`config.mk`:
```
export PLATFORM = sky130hd
export DESIGN_NAME = cxs_div
export DESIGN_NICKNAME = d
export VERILOG_FILES = /design/src/design/cxs_div.sv
export SDC_FILE = /design/constraint.sdc
export NUM_CORES = 2
export LEC_CHECK = 0
export BUFFER_PORTS_ARGS = -buffer_cell sky130_fd_sc_hd__buf_2
export CORE_MARGIN = 5
export CORE_UTILIZATION = 45
export CTS_CLUSTER_DIAMETER = 50
export DETAILED_ROUTE_END_ITERATION = 12
export PLACE_DENSITY = 0.67
export SLEW_MARGIN = 5
export SYNTH_ARGS = -nofsm -noshare
export SYNTH_HDL_FRONTEND = slang
export SYNTH_SLANG_ARGS = --single-unit
```
`constraint.sdc`:
```
create_clock -name clk_i -period 4.7 [get_ports clk_i]
set_clock_uncertainty 0.15 [all_clocks]
set_input_delay 0.94 -clock clk_i [delete_from_list [all_inputs] [get_ports clk_i]]
set_output_delay 0.94 -clock clk_i [all_outputs]
set_load 0.1 [all_outputs]
```
`src/design/cxs_div.sv`:
```
// Pipelined restoring divider, one quotient bit per register stage.
// Standalone; caller guarantees the quotient fits in QW bits.
module cxs_div #(
  parameter int NW = 32,
  parameter int DW = 16,
  parameter int QW = 30
) (
  input  logic          clk_i,
  input  logic          en_i,
  input  logic [NW-1:0] num_i,
  input  logic [DW-1:0] den_i,
  output logic [QW-1:0] quo_o
);

  logic [DW-1:0] rem_q [QW];
  logic [DW-1:0] den_q [QW];
  logic [QW-1:0] low_q [QW];
  logic [QW-1:0] quo_q [QW];

  for (genvar i = 0; i < QW; i++) begin : g_stage
    logic [DW-1:0] rem_in, den_in;
    logic [QW-1:0] low_in, quo_in;
    logic [DW:0]   trial, diff;

    if (i == 0) begin : g_first
      assign rem_in = DW'(num_i[NW-1:QW]);
      assign low_in = num_i[QW-1:0];
      assign quo_in = '0;
      assign den_in = den_i;
    end else begin : g_next
      assign rem_in = rem_q[i-1];
      assign low_in = low_q[i-1];
      assign quo_in = quo_q[i-1];
      assign den_in = den_q[i-1];
    end

    always_comb begin
      trial = {rem_in, low_in[QW-1-i]};
      diff  = trial - {1'b0, den_in};
    end

    // advance one quotient bit
    always_ff @(posedge clk_i) begin
      if (en_i) begin
        if (trial >= {1'b0, den_in}) begin
          rem_q[i] <= diff[DW-1:0];
          quo_q[i] <= quo_in | (QW'(1) << (QW-1-i));
        end else begin
          rem_q[i] <= trial[DW-1:0];
          quo_q[i] <= quo_in;
        end
        low_q[i] <= low_in;
        den_q[i] <= den_in;
      end
    end
  end

  assign quo_o = quo_q[QW-1];

endmodule

```
---- After elaboration in Yosys (flattened, before gate mapping) ----
Memory sizes are Yosys's and may differ from the RTL's.
Index checks and enable logic that the tools add are counted.
cells by class
  add/subtract/negate cells ............... 30
  div/mod/pow operators ................... 0
  equality and inequality tests ........... 0
  bitwise logic cells ..................... 60
  shift operators ......................... 0
  multipliers ............................. 0
  multiplexer cells ....................... 242
  magnitude comparators ................... 30
  reduce and logical (&&, ||, !) cells .... 0
operators by type and width
  cell                                          number
  2-to-1 mux 30 bit                             30
  greater-or-equal comparator 17 x 16 -> 1 bit  29
  2-to-1 mux 16 bit                             30
  subtractor 16 bit                             29
  2-to-1 mux 1 bit                              182
  bitwise OR 1 bit                              60
  greater-or-equal comparator 3 x 16 -> 1 bit   1
  subtractor 3 x 16 -> 16 bit                   1
word-level totals
  register bits ........................... 0
  word-level logic and storage cells ...... 366
  input bits .............................. 50
  memories ................................ 4
  output and inout port bits .............. 30
  RAM bits ................................ 2,760
  ROM bits ................................ 0
  latch bits .............................. 0
memory list
  name   words  width  read ports  clocked after Yosys merged registers in  write ports  RTL line  text
  low_q  30     30     29          0                                        30           17        logic [QW-1:0] low_q [QW];
  quo_q  30     30     30          0                                        30           18        logic [QW-1:0] quo_q [QW];
  den_q  30     16     29          0                                        30           16        logic [DW-1:0] den_q [QW];
  rem_q  30     16     29          0                                        30           15        logic [DW-1:0] rem_q [QW];

---- Depth between registers and ports, before layout ----
An unclocked memory read counts as a cell.
  depth in word-level cells ............... 6
  depth in mapped cells ................... 13
  depth with buffers taken out ............ 12

---- Worst setup path after synthesis ----
OpenSTA, ideal clock, no wires.
  kind .................................... input to register
  start point ............................. input en_i
  end point ............................... memory quo_q[27][2] (netlist: quo_q[1][332]), enable pin
  required time ........................... 4.134 ns
  slack ................................... 1.220 ns
  buffers on the path ..................... 4
  setup time .............................. 0.416 ns
  arrival time ............................ 2.914 ns
  cell stages on the path ................. 4
  cell sequence ........................... clkbuf_1 buf_2 clkbuf_1 clkbuf_1
RTL lines
  what                RTL line  text
  start: declaration  9         input logic en_i,
  end: declaration    18

==> implementation parameters <==
Parameter                              Value

Yosys
  Synth Warn #    0
  Number of synthesized register bits    1828
  Mapped Cells    5834
  Post-synth ARST share    0%
  Synth unique cells    87
  Post-synth EDFFs    1828
  Post-synthesis simple-gate area fraction    6.19%
  Post-Synth Adder-Cell Area    7.73%
  Synth Area in Compound Gates    8.60%
  Summed instance area of the synthesized netlist    0.0831 mm²
  Post-Synthesis Net Count    6380
  Mean instance size in the synthesized netlist    14.2 µm²
  Sequential area share after synthesis    66.0%
  Xor-xnor portion of the synthesized cell area    3.50%
  Prevailing post-synth register cell    edfxtp_1
  Post-synthesis mux area share    4.94%
  Combinational family with the most area after synthesis    compound AO/OA/AOI/OAI gates

Route
  DR pass1 iterations    5
  Number of remaining DRC errors    0
  Length of routed met2 wiring    73.4 mm
  Topmost layer with routed signal wires    met4
  Wl on met1    66.0 mm
  Average vias per placed instance    5.21
  Drt total wl    150 mm
  Final ANT Viol Nets    0
  DR iter-0 viols    3032
  Detailed-route wire length per cell    17.2 µm
  Met3 layer wire length in the routed design    6.16 mm
  Number of vias in the routed layout    45600

Die
  Initial cell density of the core    45.3%
  Row cnt    157
  Core ar.    0.183 mm²
  Die width    440 µm
  Top-level port count    80
  Die Area    0.193 mm²
  Height of the die    440 µm

Layout
  Fin nets    6641
  Filler cells    15500
  Share of layout cells above drive strength 1    10.6%
  Finished Core Util    51.1%
  Area of the multi-input gates    0.0257 mm²
  FF+latch area    0.0549 mm²
  Post-layout instance area    0.0937 mm²
  Layout Area Growth over Synthesis    12.8%

Worst setup path
  Reg-to-reg critical path endpoint    rem_q[0][156]
  Critical-path top delay cell    a21oi_2
  Delay of the slowest cell on the worst path    750 ps
  Kind of launch point of the worst setup path    register
  Cell breakdown of the critical path    inv_1 -> ha_1 -> nor2b_1 -> o31a_1 -> o31ai_1 -> a21oi_1 -> o211ai_1 -> o211ai_1 -> a21oi_2 -> mux2_2
  Source of the worst register-to-register timing path    den_q[0][129]
  Cell mode on critical path    o211ai_1
  Cell depth of the worst flop-to-flop path    10
  Setup slack of the most critical reg-to-reg path    1030 ps
  Critical path arrival    4090 ps
  Biggest fanout along the worst timing path    16
  CP required    5110 ps
  Classification of the worst setup path    reg2reg
  Type of destination of the critical path    register

Power
  Total design power    58.1 mW
  Flop pwr share    40.5%
  Relative contribution of combinational cells to total power    31.8%
  Switching share of power    31.0%
  Power per cell area    619 mW/mm²
  Cell-internal power    40.1 mW
  Leakage    36.1 nW
  Maximum ir drop on the vdd rail    349 µV
  Clock network fraction of total power    27.7%
  Net Sw Power    18.0 mW

GRT
  Overflow left after global routing    0
  Initial antenna violation count    2
  First-pass GRT wire length    241 mm
  Total routing resource utilization after global routing    15.4%
  Via count of the first global-routing pass    45600
  Largest net degree at the start of global routing    168

Clock network
  Total clock buffers created by CTS    208
  CTS sink cnt    1828
  Cts repair resizes    0
  CTS tree    yes
  Number of levels in the clock H-tree    4
  Root cell of the clock tree    clkbuf_16
  Clock-pin slew of the registers on the worst-case setup and hold paths    60 ps
  Postcts setup bufs    0
  Hold-fix buffers at CTS    0
  Clk buf depth    3
  Clock Latency Late Sink    790 ps

Min path
  Hold crit path type    in2reg
  Worst hold stages    1
  Sink of the worst hold path    low_q[0][23]
  Min-Delay Startpoint    num_i[23]

STA
  Highest clock frequency the design can meet    272 MHz
  Final setup viols    0
  Setup_tns    0 ps
  Period utilisation layout    78.2%
  Slew at the pin with the worst max-slew slack    1180 ps
  Number of max-slew violations in the final report    0
  Final WS setup    1030 ps
  Number of failing hold endpoints at the final stage    0
  RSZ-0062 raised after global routing    no
  Crit path time final    3670 ps
  Headroom to the max-slew limit    21.0%

Placed design
  Count of input and output buffers    79
  Placement-stage worst setup slack    1020 ps
  Last weighted congestion value of the routability-driven placer    0.886
  Area post-placement    0.0868 mm²
  Final HPWL DP    105 mm

Run
  Max-cap viol count    0

Run status
  Result of the run    completed
through the flow:
stage | instances | hold slack [ps]
after global placement | 8349 | 250
final | 8738 | 122
after floorplan | 5834 | 250
after global routing | 8738 | 64.7
after CTS | 8737 | 43.7
after detailed placement | 8349 | 255
worst max path at each step:
stage | slack (ps) | to | depth (start not counted) | from
floorplan | 1220 | quo_q[1][332] | 4 | en_i
global placement | 1040 | rem_q[1][115] | 5 | en_i
detailed placement | 1020 | rem_q[1][116] | 5 | en_i
CTS | 1020 | rem_q[0][156] | 10 | den_q[0][129]
global route | 760 | rem_q[1][120] | 7 | den_q[1][106]
finish | 1030 | rem_q[0][156] | 10 | den_q[0][129]
metal layers:
metal  global-route usage, %  vias to the layer above
met3                    2.55                      288
met5                       0                        -
li1                        -                    22400
met2                    26.1                      842
met1                    20.1                    22100
met4                    5.43                        0
cells by family after synthesis:
family          after synthesis
flops                      1828
compound gates             1112
simple gates               1061
buf+inv                     642
fa+ha+maj                   496
mux                         363
xor+xnor                    332
registers in the layout, summed over array words and instances (netlist names):
signal,flops
quo_q,465
den_q,464
rem_q,464
low_q,435
placed cells by master (no fill, tap or decap), drive strengths merged, types with 53 or more instances in the layout:
cell type  instances
nor2b            104
o21a              79
nor2             327
buf              143
ha               467
mux2             310
o21ai            276
edfxtp          1828
nand3             78
inv              571
xnor2            222
a21o             135
clkinv            88
a21oi            333
nand2b            53
nand2            255
mux2i             53
clkbuf           242
xor2             110
synthesized netlist by cell type (79+ instances only):
master | instances | area, µm²
o21ai_0 | 240 | 1200
xnor2_1 | 222 | 1940
edfxtp_1 | 1828 | 54900
xor2_1 | 110 | 963
ha_1 | 467 | 5840
a21oi_1 | 331 | 1660
mux2_2 | 140 | 1580
nor2b_1 | 104 | 651
mux2_1 | 148 | 1670
nand2_1 | 255 | 957
o21a_1 | 79 | 593
inv_1 | 548 | 2060
a21o_1 | 135 | 1010
nor2_1 | 323 | 1210
critical path, delay by kind of cell, from the launching register on:
family / cells / cell delay [ps]
AOI/OAI and AO/OA: 6 / 1950
adders and majority gates: 1 / 240
buffers and inverters: 1 / 80
DFF: 1 / 440
muxes: 1 / 410
and+or+nand+nor: 1 / 150
power by group through the flow:
stage | logic [mW] | registers (mW) | clock network (mW)
3_5_place_dp | 18.3 | 23.9 | 0
5_1_grt | 20.6 | 23.8 | 17.3
3_3_place_gp | 17.9 | 23.9 | 0
2_1_floorplan | 14.5 | 23.2 | 0
4_1_cts | 18.4 | 23.6 | 16.6
6_report | 18.4 | 23.5 | 16.1
layout make-up:
type                    instances  share of cell area [%]
diodes                          1                 0.00267
clock buffers                 242                    5.74
clock inverters               146                    1.69
inverters                     550                    2.20
multi-input cells            3364                    27.5
flip-flops and latches       1828                    58.6
well taps                    2464                    3.29
repair buffers                143                    1.04
No activity file was read; power rests on OpenSTA's default activity.
