==> src/design/cxs_pkg.sv <==
// Shared constants for the CIE xy to sRGB8 core: fixed-point formats,
// matrix coefficients and the sRGB curve threshold table.
// No dependencies.
package cxs_pkg;

  localparam int GAMMA_INDEX_BITS_DEF   = 12;
  localparam int QUOTIENT_FRAC_BITS_DEF = 16;
  localparam int COEF_FRAC              = 14;

  localparam logic [7:0]  GREY_LEVEL    = 8'h20;
  localparam logic [15:0] SMALL_Y_LIMIT = 16'd6;

  // XYZ to linear sRGB, signed Q4.14, sign folded in
  localparam logic signed [17:0] K_RX = 18'sd53094;
  localparam logic signed [17:0] K_RY = -18'sd25185;
  localparam logic signed [17:0] K_RZ = -18'sd8169;
  localparam logic signed [17:0] K_GX = -18'sd15874;
  localparam logic signed [17:0] K_GY = 18'sd30733;
  localparam logic signed [17:0] K_GZ = 18'sd680;
  localparam logic signed [17:0] K_BX = 18'sd913;
  localparam logic signed [17:0] K_BY = -18'sd3342;
  localparam logic signed [17:0] K_BZ = 18'sd17318;

  localparam longint unsigned LIN_DEN  = 64'd658920;
  localparam longint unsigned GAMA_DEN = 64'd53805;

  typedef logic [32:0] thr_tab_t [256];

  function automatic longint unsigned mul_q32(longint unsigned a, longint unsigned b);
    return (a * b) >> 32;
  endfunction

  // Q32 threshold at which the 8-bit code steps to j
  function automatic logic [32:0] curve_thr(int j);
    longint unsigned n, p, a, a2, root, t, t2, t5;
    n = 0; p = 0; a = 0; a2 = 0; root = 0;
    if (j == 0) return 33'd0;
    if (j <= 10) begin
      n = longint'(2 * j - 1) * 64'd100 << 32;
      return 33'((n + LIN_DEN - 64'd1) / LIN_DEN);
    end
    p    = longint'(200 * j + 2705);
    a    = (p << 32) / GAMA_DEN;
    a2   = mul_q32(a, a);
    root = 0;
    for (int bit_i = 31; bit_i >= 0; bit_i--) begin
      t  = root | (64'd1 << bit_i);
      t2 = mul_q32(t, t);
      t5 = mul_q32(mul_q32(t2, t2), t);
      if (t5 <= a2) root = t;
    end
    return 33'(mul_q32(a2, root));
  endfunction

  function automatic thr_tab_t build_thr_tab();
    thr_tab_t tab;
    for (int j = 0; j < 256; j++) tab[j] = curve_thr(j);
    return tab;
  endfunction

  localparam thr_tab_t SRGB_THR = build_thr_tab();

endpackage

==> src/design/cxs_mtx.sv <==
// XYZ to linear sRGB matrix, clamp, round and largest-channel pick; 3 stages.
// Depends on cxs_pkg.
module cxs_mtx import cxs_pkg::*; #(
  parameter int F  = QUOTIENT_FRAC_BITS_DEF,
  parameter int QW = 14 + F,
  parameter int CW = QW + 7
) (
  input  logic          clk_i,
  input  logic          en_i,
  input  logic [QW-1:0] cx_i,
  input  logic [QW-1:0] cz_i,
  input  logic          czneg_i,
  output logic [CW-1:0] lr_o,
  output logic [CW-1:0] lg_o,
  output logic [CW-1:0] lb_o,
  output logic [CW-1:0] den_o
);

  localparam int PW = QW + 19;
  localparam int MW = PW + 2;
  localparam logic signed [MW-1:0] RY = MW'(K_RY) <<< F;
  localparam logic signed [MW-1:0] GY = MW'(K_GY) <<< F;
  localparam logic signed [MW-1:0] BY = MW'(K_BY) <<< F;
  localparam logic [CW-1:0] ONE = CW'(1) << F;

  function automatic logic [CW-1:0] to_lin(logic signed [MW-1:0] s);
    logic [MW-1:0] t;
    t = $unsigned(s) + (MW'(1) << (COEF_FRAC - 1));
    if (s[MW-1]) return '0;
    return CW'(t >> COEF_FRAC);
  endfunction

  logic signed [QW:0]   cxs, czs;
  logic signed [PW-1:0] p_q [6];
  logic [CW-1:0]        lin_q [3];
  logic [CW-1:0]        mx;
  logic [CW-1:0]        lr_q, lg_q, lb_q, den_q;

  always_comb begin
    cxs = {1'b0, cx_i};
    czs = czneg_i ? -$signed({1'b0, cz_i}) : $signed({1'b0, cz_i});
  end

  always_ff @(posedge clk_i) begin
    if (en_i) begin
      p_q[0] <= cxs * K_RX;
      p_q[1] <= czs * K_RZ;
      p_q[2] <= cxs * K_GX;
      p_q[3] <= czs * K_GZ;
      p_q[4] <= cxs * K_BX;
      p_q[5] <= czs * K_BZ;
    end
  end

  always_ff @(posedge clk_i) begin
    if (en_i) begin
      lin_q[0] <= to_lin(MW'(p_q[0]) + MW'(p_q[1]) + RY);
      lin_q[1] <= to_lin(MW'(p_q[2]) + MW'(p_q[3]) + GY);
      lin_q[2] <= to_lin(MW'(p_q[4]) + MW'(p_q[5]) + BY);
    end
  end

  always_comb begin
    mx = lin_q[0];
    if (lin_q[1] > mx) mx = lin_q[1];
    if (lin_q[2] > mx) mx = lin_q[2];
  end

  always_ff @(posedge clk_i) begin
    if (en_i) begin
      lr_q  <= lin_q[0];
      lg_q  <= lin_q[1];
      lb_q  <= lin_q[2];
      den_q <= (mx > ONE) ? mx : ONE;
    end
  end

  assign lr_o  = lr_q;
  assign lg_o  = lg_q;
  assign lb_o  = lb_q;
  assign den_o = den_q;

endmodule

==> config.mk <==
export PLATFORM = sky130hd
export DESIGN_NAME = cxs_mtx
export DESIGN_NICKNAME = d
export VERILOG_FILES = /design/src/design/cxs_pkg.sv /design/src/design/cxs_mtx.sv
export SDC_FILE = /design/constraint.sdc
export NUM_CORES = 2
export LEC_CHECK = 0
export BUFFER_PORTS_ARGS = -buffer_cell sky130_fd_sc_hd__buf_2
export CORE_UTILIZATION = 45
export CTS_BUF_LIST = sky130_fd_sc_hd__clkbuf_4
export DETAILED_ROUTE_END_ITERATION = 7
export PLACE_DENSITY = 0.71
export RECOVER_POWER = 100
export SLEW_MARGIN = 10
export SYNTH_ARGS = -nofsm -noshare
export SYNTH_HDL_FRONTEND = slang
export SYNTH_SLANG_ARGS = --single-unit
==> constraint.sdc <==
create_clock -name clk_i -period 17.39 [get_ports clk_i]
set_input_delay 3.478 -clock clk_i [delete_from_list [all_inputs] [get_ports clk_i]]
set_output_delay 3.478 -clock clk_i [all_outputs]
set_load 0.01 [all_outputs]
# Word level (Yosys, flattened, before mapping)
# Memories as Yosys holds them, arrays and structs flattened.
# Cells that the tools add are included.
# word_totals
reg_bits	148
ramBits	405
inputBits	63
output_inout_bits	148
wordCells	45
n_memories	2
# op_classes
add_sub_neg	10
n_mul	6
magnitude_cmp	3
mux	20
# mem_list
memory	words	word_bits	read_ports	rd_clocked_by_memory_dff	wr	line_no	source
p_q	6	49	6	0	6	cxs_mtx.sv:34	logic signed [PW-1:0] p_q [6];
lin_q	3	37	3	0	3	cxs_mtx.sv:35	logic [CW-1:0] lin_q [3];
# ops
op	n
$mux W37	11
$add A51 B14 Y51 const B	3
$add A49 B49 Y50	3
$add A50 B32 Y51 const B	2
$mul A31 B14 Y45 const B	2
$gt A37 B37 Y1	2
$add A50 B29 Y51 const B	1
$mul A31 B15 Y46 const B	1
$mul A30 B15 Y45 const B	1
$mul A30 B10 Y40 const B	1
$mul A31 B8 Y39 const B	1
$gt A37 B17 Y1 const B	1
$mux W31	1
$neg A30 Y31	1
$mux W1	8

# Logic depth before layout (Yosys ltp)
# An unclocked memory read counts as a cell.
# depth
word_depth	7
ltp_mapped	34
depth_no_buf	34

# Least setup slack after synthesis
# Ideal clock, no wire load.
# synth_timing
path_type	input-to-reg
startpoint	in cz_i[8]
endpoint	mem p_q[1][41] in the netlist's numbering, data pin
setup_ns	0.258
arrival_ns	10.967
required_time_ns	17.132
setup_slack_ns	6.166
stages	31
path_cell_list	or4_1 > nor2_1 > nand3_1 > nor3_1 > nand2_1 > o21ai_2 > inv_2 > ha_1 > inv_1 > fa_1 > inv_1 > ha_1 > ha_1 > inv_1 > fa_1 > inv_1 > fa_1 > ha_1 > a21oi_1 > o21ai_0 > a21o_1 > a21o_1 > a21o_1 > a211o_1 > o211ai_1 > a21oi_1 > nor4_1 > nor2_1 > a21o_1 > a21oi_1 > xnor2_1
# synth_lines
item	line_no	source
start, declared	cxs_mtx.sv:11	input logic [QW-1:0] cz_i,
end, declared	cxs_mtx.sv:34	

==> reports/metrics.cfg <==
[sta]
final.period_utilization = 0.780
rsz0062_at_grt = false
slew_viol_final = 458
setup_viol = 0
tightestPinTransition_ps = 7120
setup-tns-final_ps = 0
hold_viol_final = 0
clock.fmax_mhz = 73.7
relSlewSlack = -3.75
clock_skew_ps = 95.3
finalCriticalPeriod_ps = 13570

[drt]
drtAntennaViolNets = 0
drt_iter0_markers = 3929
vias = 48390
routed_wl_mm = 190
first_pass_iters = 6
viasPerCell = 5.42
wl_per_cell_um = 21.3
drc = 0

[clock_network]
clock_path_buffers = 3
clock_sinks = 513
cts_setup_buffers = 0
root_buffer = clkbuf_4
cts.htree.levels = 4
numCtsBuffers = 141
cts_tree = done
clk_latency_ps = 1180
clkSlewWorstSetupHoldPaths_ps = 60
holdBufCountCts = 0
cts_resized = 0

[floorplan]
die_h_um = 386
ios = 211
std_cell_rows = 140
core-area_um2 = 146000
dieArea_um2 = 149000
start_util = 0.455
fp.dieW_um = 386

[critical_path]
start_kind = input pin
crit_required_ps = 18120
r2r-start = lin_q[0][6]
max_stage_delay_ps = 5270
critical_path_class = in -> reg
cp.arrival_ps = 14300
end_kind = register
crit_start = en_i
crit_top_cell = clkbuf_1
crit_chain = clkbuf_1 > clkbuf_1 > buf_12
slowest_stage = clkbuf_1
critPathMaxFanout = 179

[synth]
synth_area_leaders = edfxtp_1, ha_1, fa_1
syn-cell-area_um2 = 66500
ys_ff_latch = 513
yosys.cell_types.count = 127
syn_inst = 6547
synth_edf_count = 513
dominantRegCellSynth = edfxtp_1
ys_seq_area_frac = 0.232
yosysWarnings = 0
syn_avg_cell_area_um2 = 10.2
ys_async_sr_fraction = 0
netlist.area_leader.share = 0.232
synth_top_cell_by_area = edfxtp_1

[final_layout]
fin_nets = 8758
syn2layout_area_growth_pct = 7.76
final_layout_size_suffix_gt1_frac = 0.0598

[min_path]
hold_start = lin_q[0][110]
min_path_type = reg -> reg

[outcome]
violations = max-capacitance violations, max-slew violations
status = finished with violations

[placed_design]
io_buffers = 210
dp_hpwl_mm = 163
finalWeightedCongestion = 0.968

[global_route]
grt_pass1_vias = 48973
antenna_found_initial = 26
overflow = 0
grt_usage = 0.257
grt_max_degree = 180
grt_pass1_wl_mm = 290

[job]
cap_violations = 6

cells by family after synthesis:
kind of cell | after synthesis | synth area share
buf+inv | 1531 | 0.0872
flops | 513 | 0.232
fa+ha+maj | 1817 | 0.420
compound gates | 1095 | 0.112
other cells | 2 | 0.000113
mux | 53 | 0.00805
xor+xnor | 410 | 0.0540
simple gates | 1126 | 0.0876
Yosys cell counts (49+ instances only):
library cell / count
mux2i_1: 49
fa_1: 692
nor2_1: 328
inv_1: 1465
nand4_1: 61
nand3_1: 112
edfxtp_1: 513
xor2_1: 135
a21oi_1: 337
o21ai_0: 150
ha_1: 1124
nor3_1: 100
o21a_1: 49
nand2_1: 194
a21o_1: 187
xnor2_1: 275
placed cells by master, fill, tap and decap left out, types with 49 or more instances in the layout:
cell type,count
ha_1,1124
nand3_1,112
edfxtp_1,513
nand2_1,194
nor3_1,100
xnor2_1,273
o21a_1,49
inv_1,1465
clkbuf_1,164
nor2_1,328
mux2i_1,49
a21oi_1,338
fa_1,692
o21ai_0,153
xor2_1,135
nand4_1,61
clkbuf_4,191
buf_2,55
a21o_1,187
through the flow:
| stage | worst slack [ps] | cells | area, um^2 | utilization | hold slack, ps |
|---|---|---|---|---|---|
| after floorplan | 6170 | 6554 | 66500 | - | 450 |
| after global placement | 5210 | 8653 | 70000 | 0.479 | 476 |
| after detailed placement | 5100 | 8653 | 70000 | 0.479 | 475 |
| after CTS | 6410 | 8905 | 72000 | 0.493 | 487 |
| after global routing | 2930 | 8917 | 71700 | 0.491 | 511 |
| final | 3820 | 8922 | 71700 | 0.491 | 489 |
registers in the layout, summed over array words and instances, names as in the netlist:
register  cells
den_o        37
lg_o         37
p_q         254
lr_o         37
lin_q       111
lb_o         37
worst max-delay path: cells and delay by family:
family	cells	cell delay (ps)
buffers and inverters	3	10220
routing by layer:
| metal | share of wire | GRT usage |
|---|---|---|
| met5 | 0.00074 | 0 |
| met4 | 0.053 | 0.129 |
| met3 | 0.071 | 0.0538 |
| met2 | 0.45 | 0.405 |
| met1 | 0.43 | 0.333 |
layout make-up:
| class | instances | area (um^2) |
|---|---|---|
| clock buffers | 191 | 1430 |
| well taps | 1917 | 2400 |
| fillers | 13599 | 74400 |
| diodes | 17 | 42.5 |
| multi-input cells | 4510 | 45200 |
| inverters | 1466 | 5500 |
| clock inverters | 61 | 531 |
| flip-flops and latches | 513 | 15400 |
| repair buffers | 247 | 1110 |
final timing paths:
check	slack, ps	cells past startpoint	endpoint
max	3820	3	p_q[2][34]
max reg2reg	5920	20	den_o[6]
min reg2reg	490	0	lb_o[36]
min	490	0	lb_o[36]
Power is left out: the tool's default activity adds up to more than one toggle a clock period on the data nets, which glitch-free logic cannot reach.
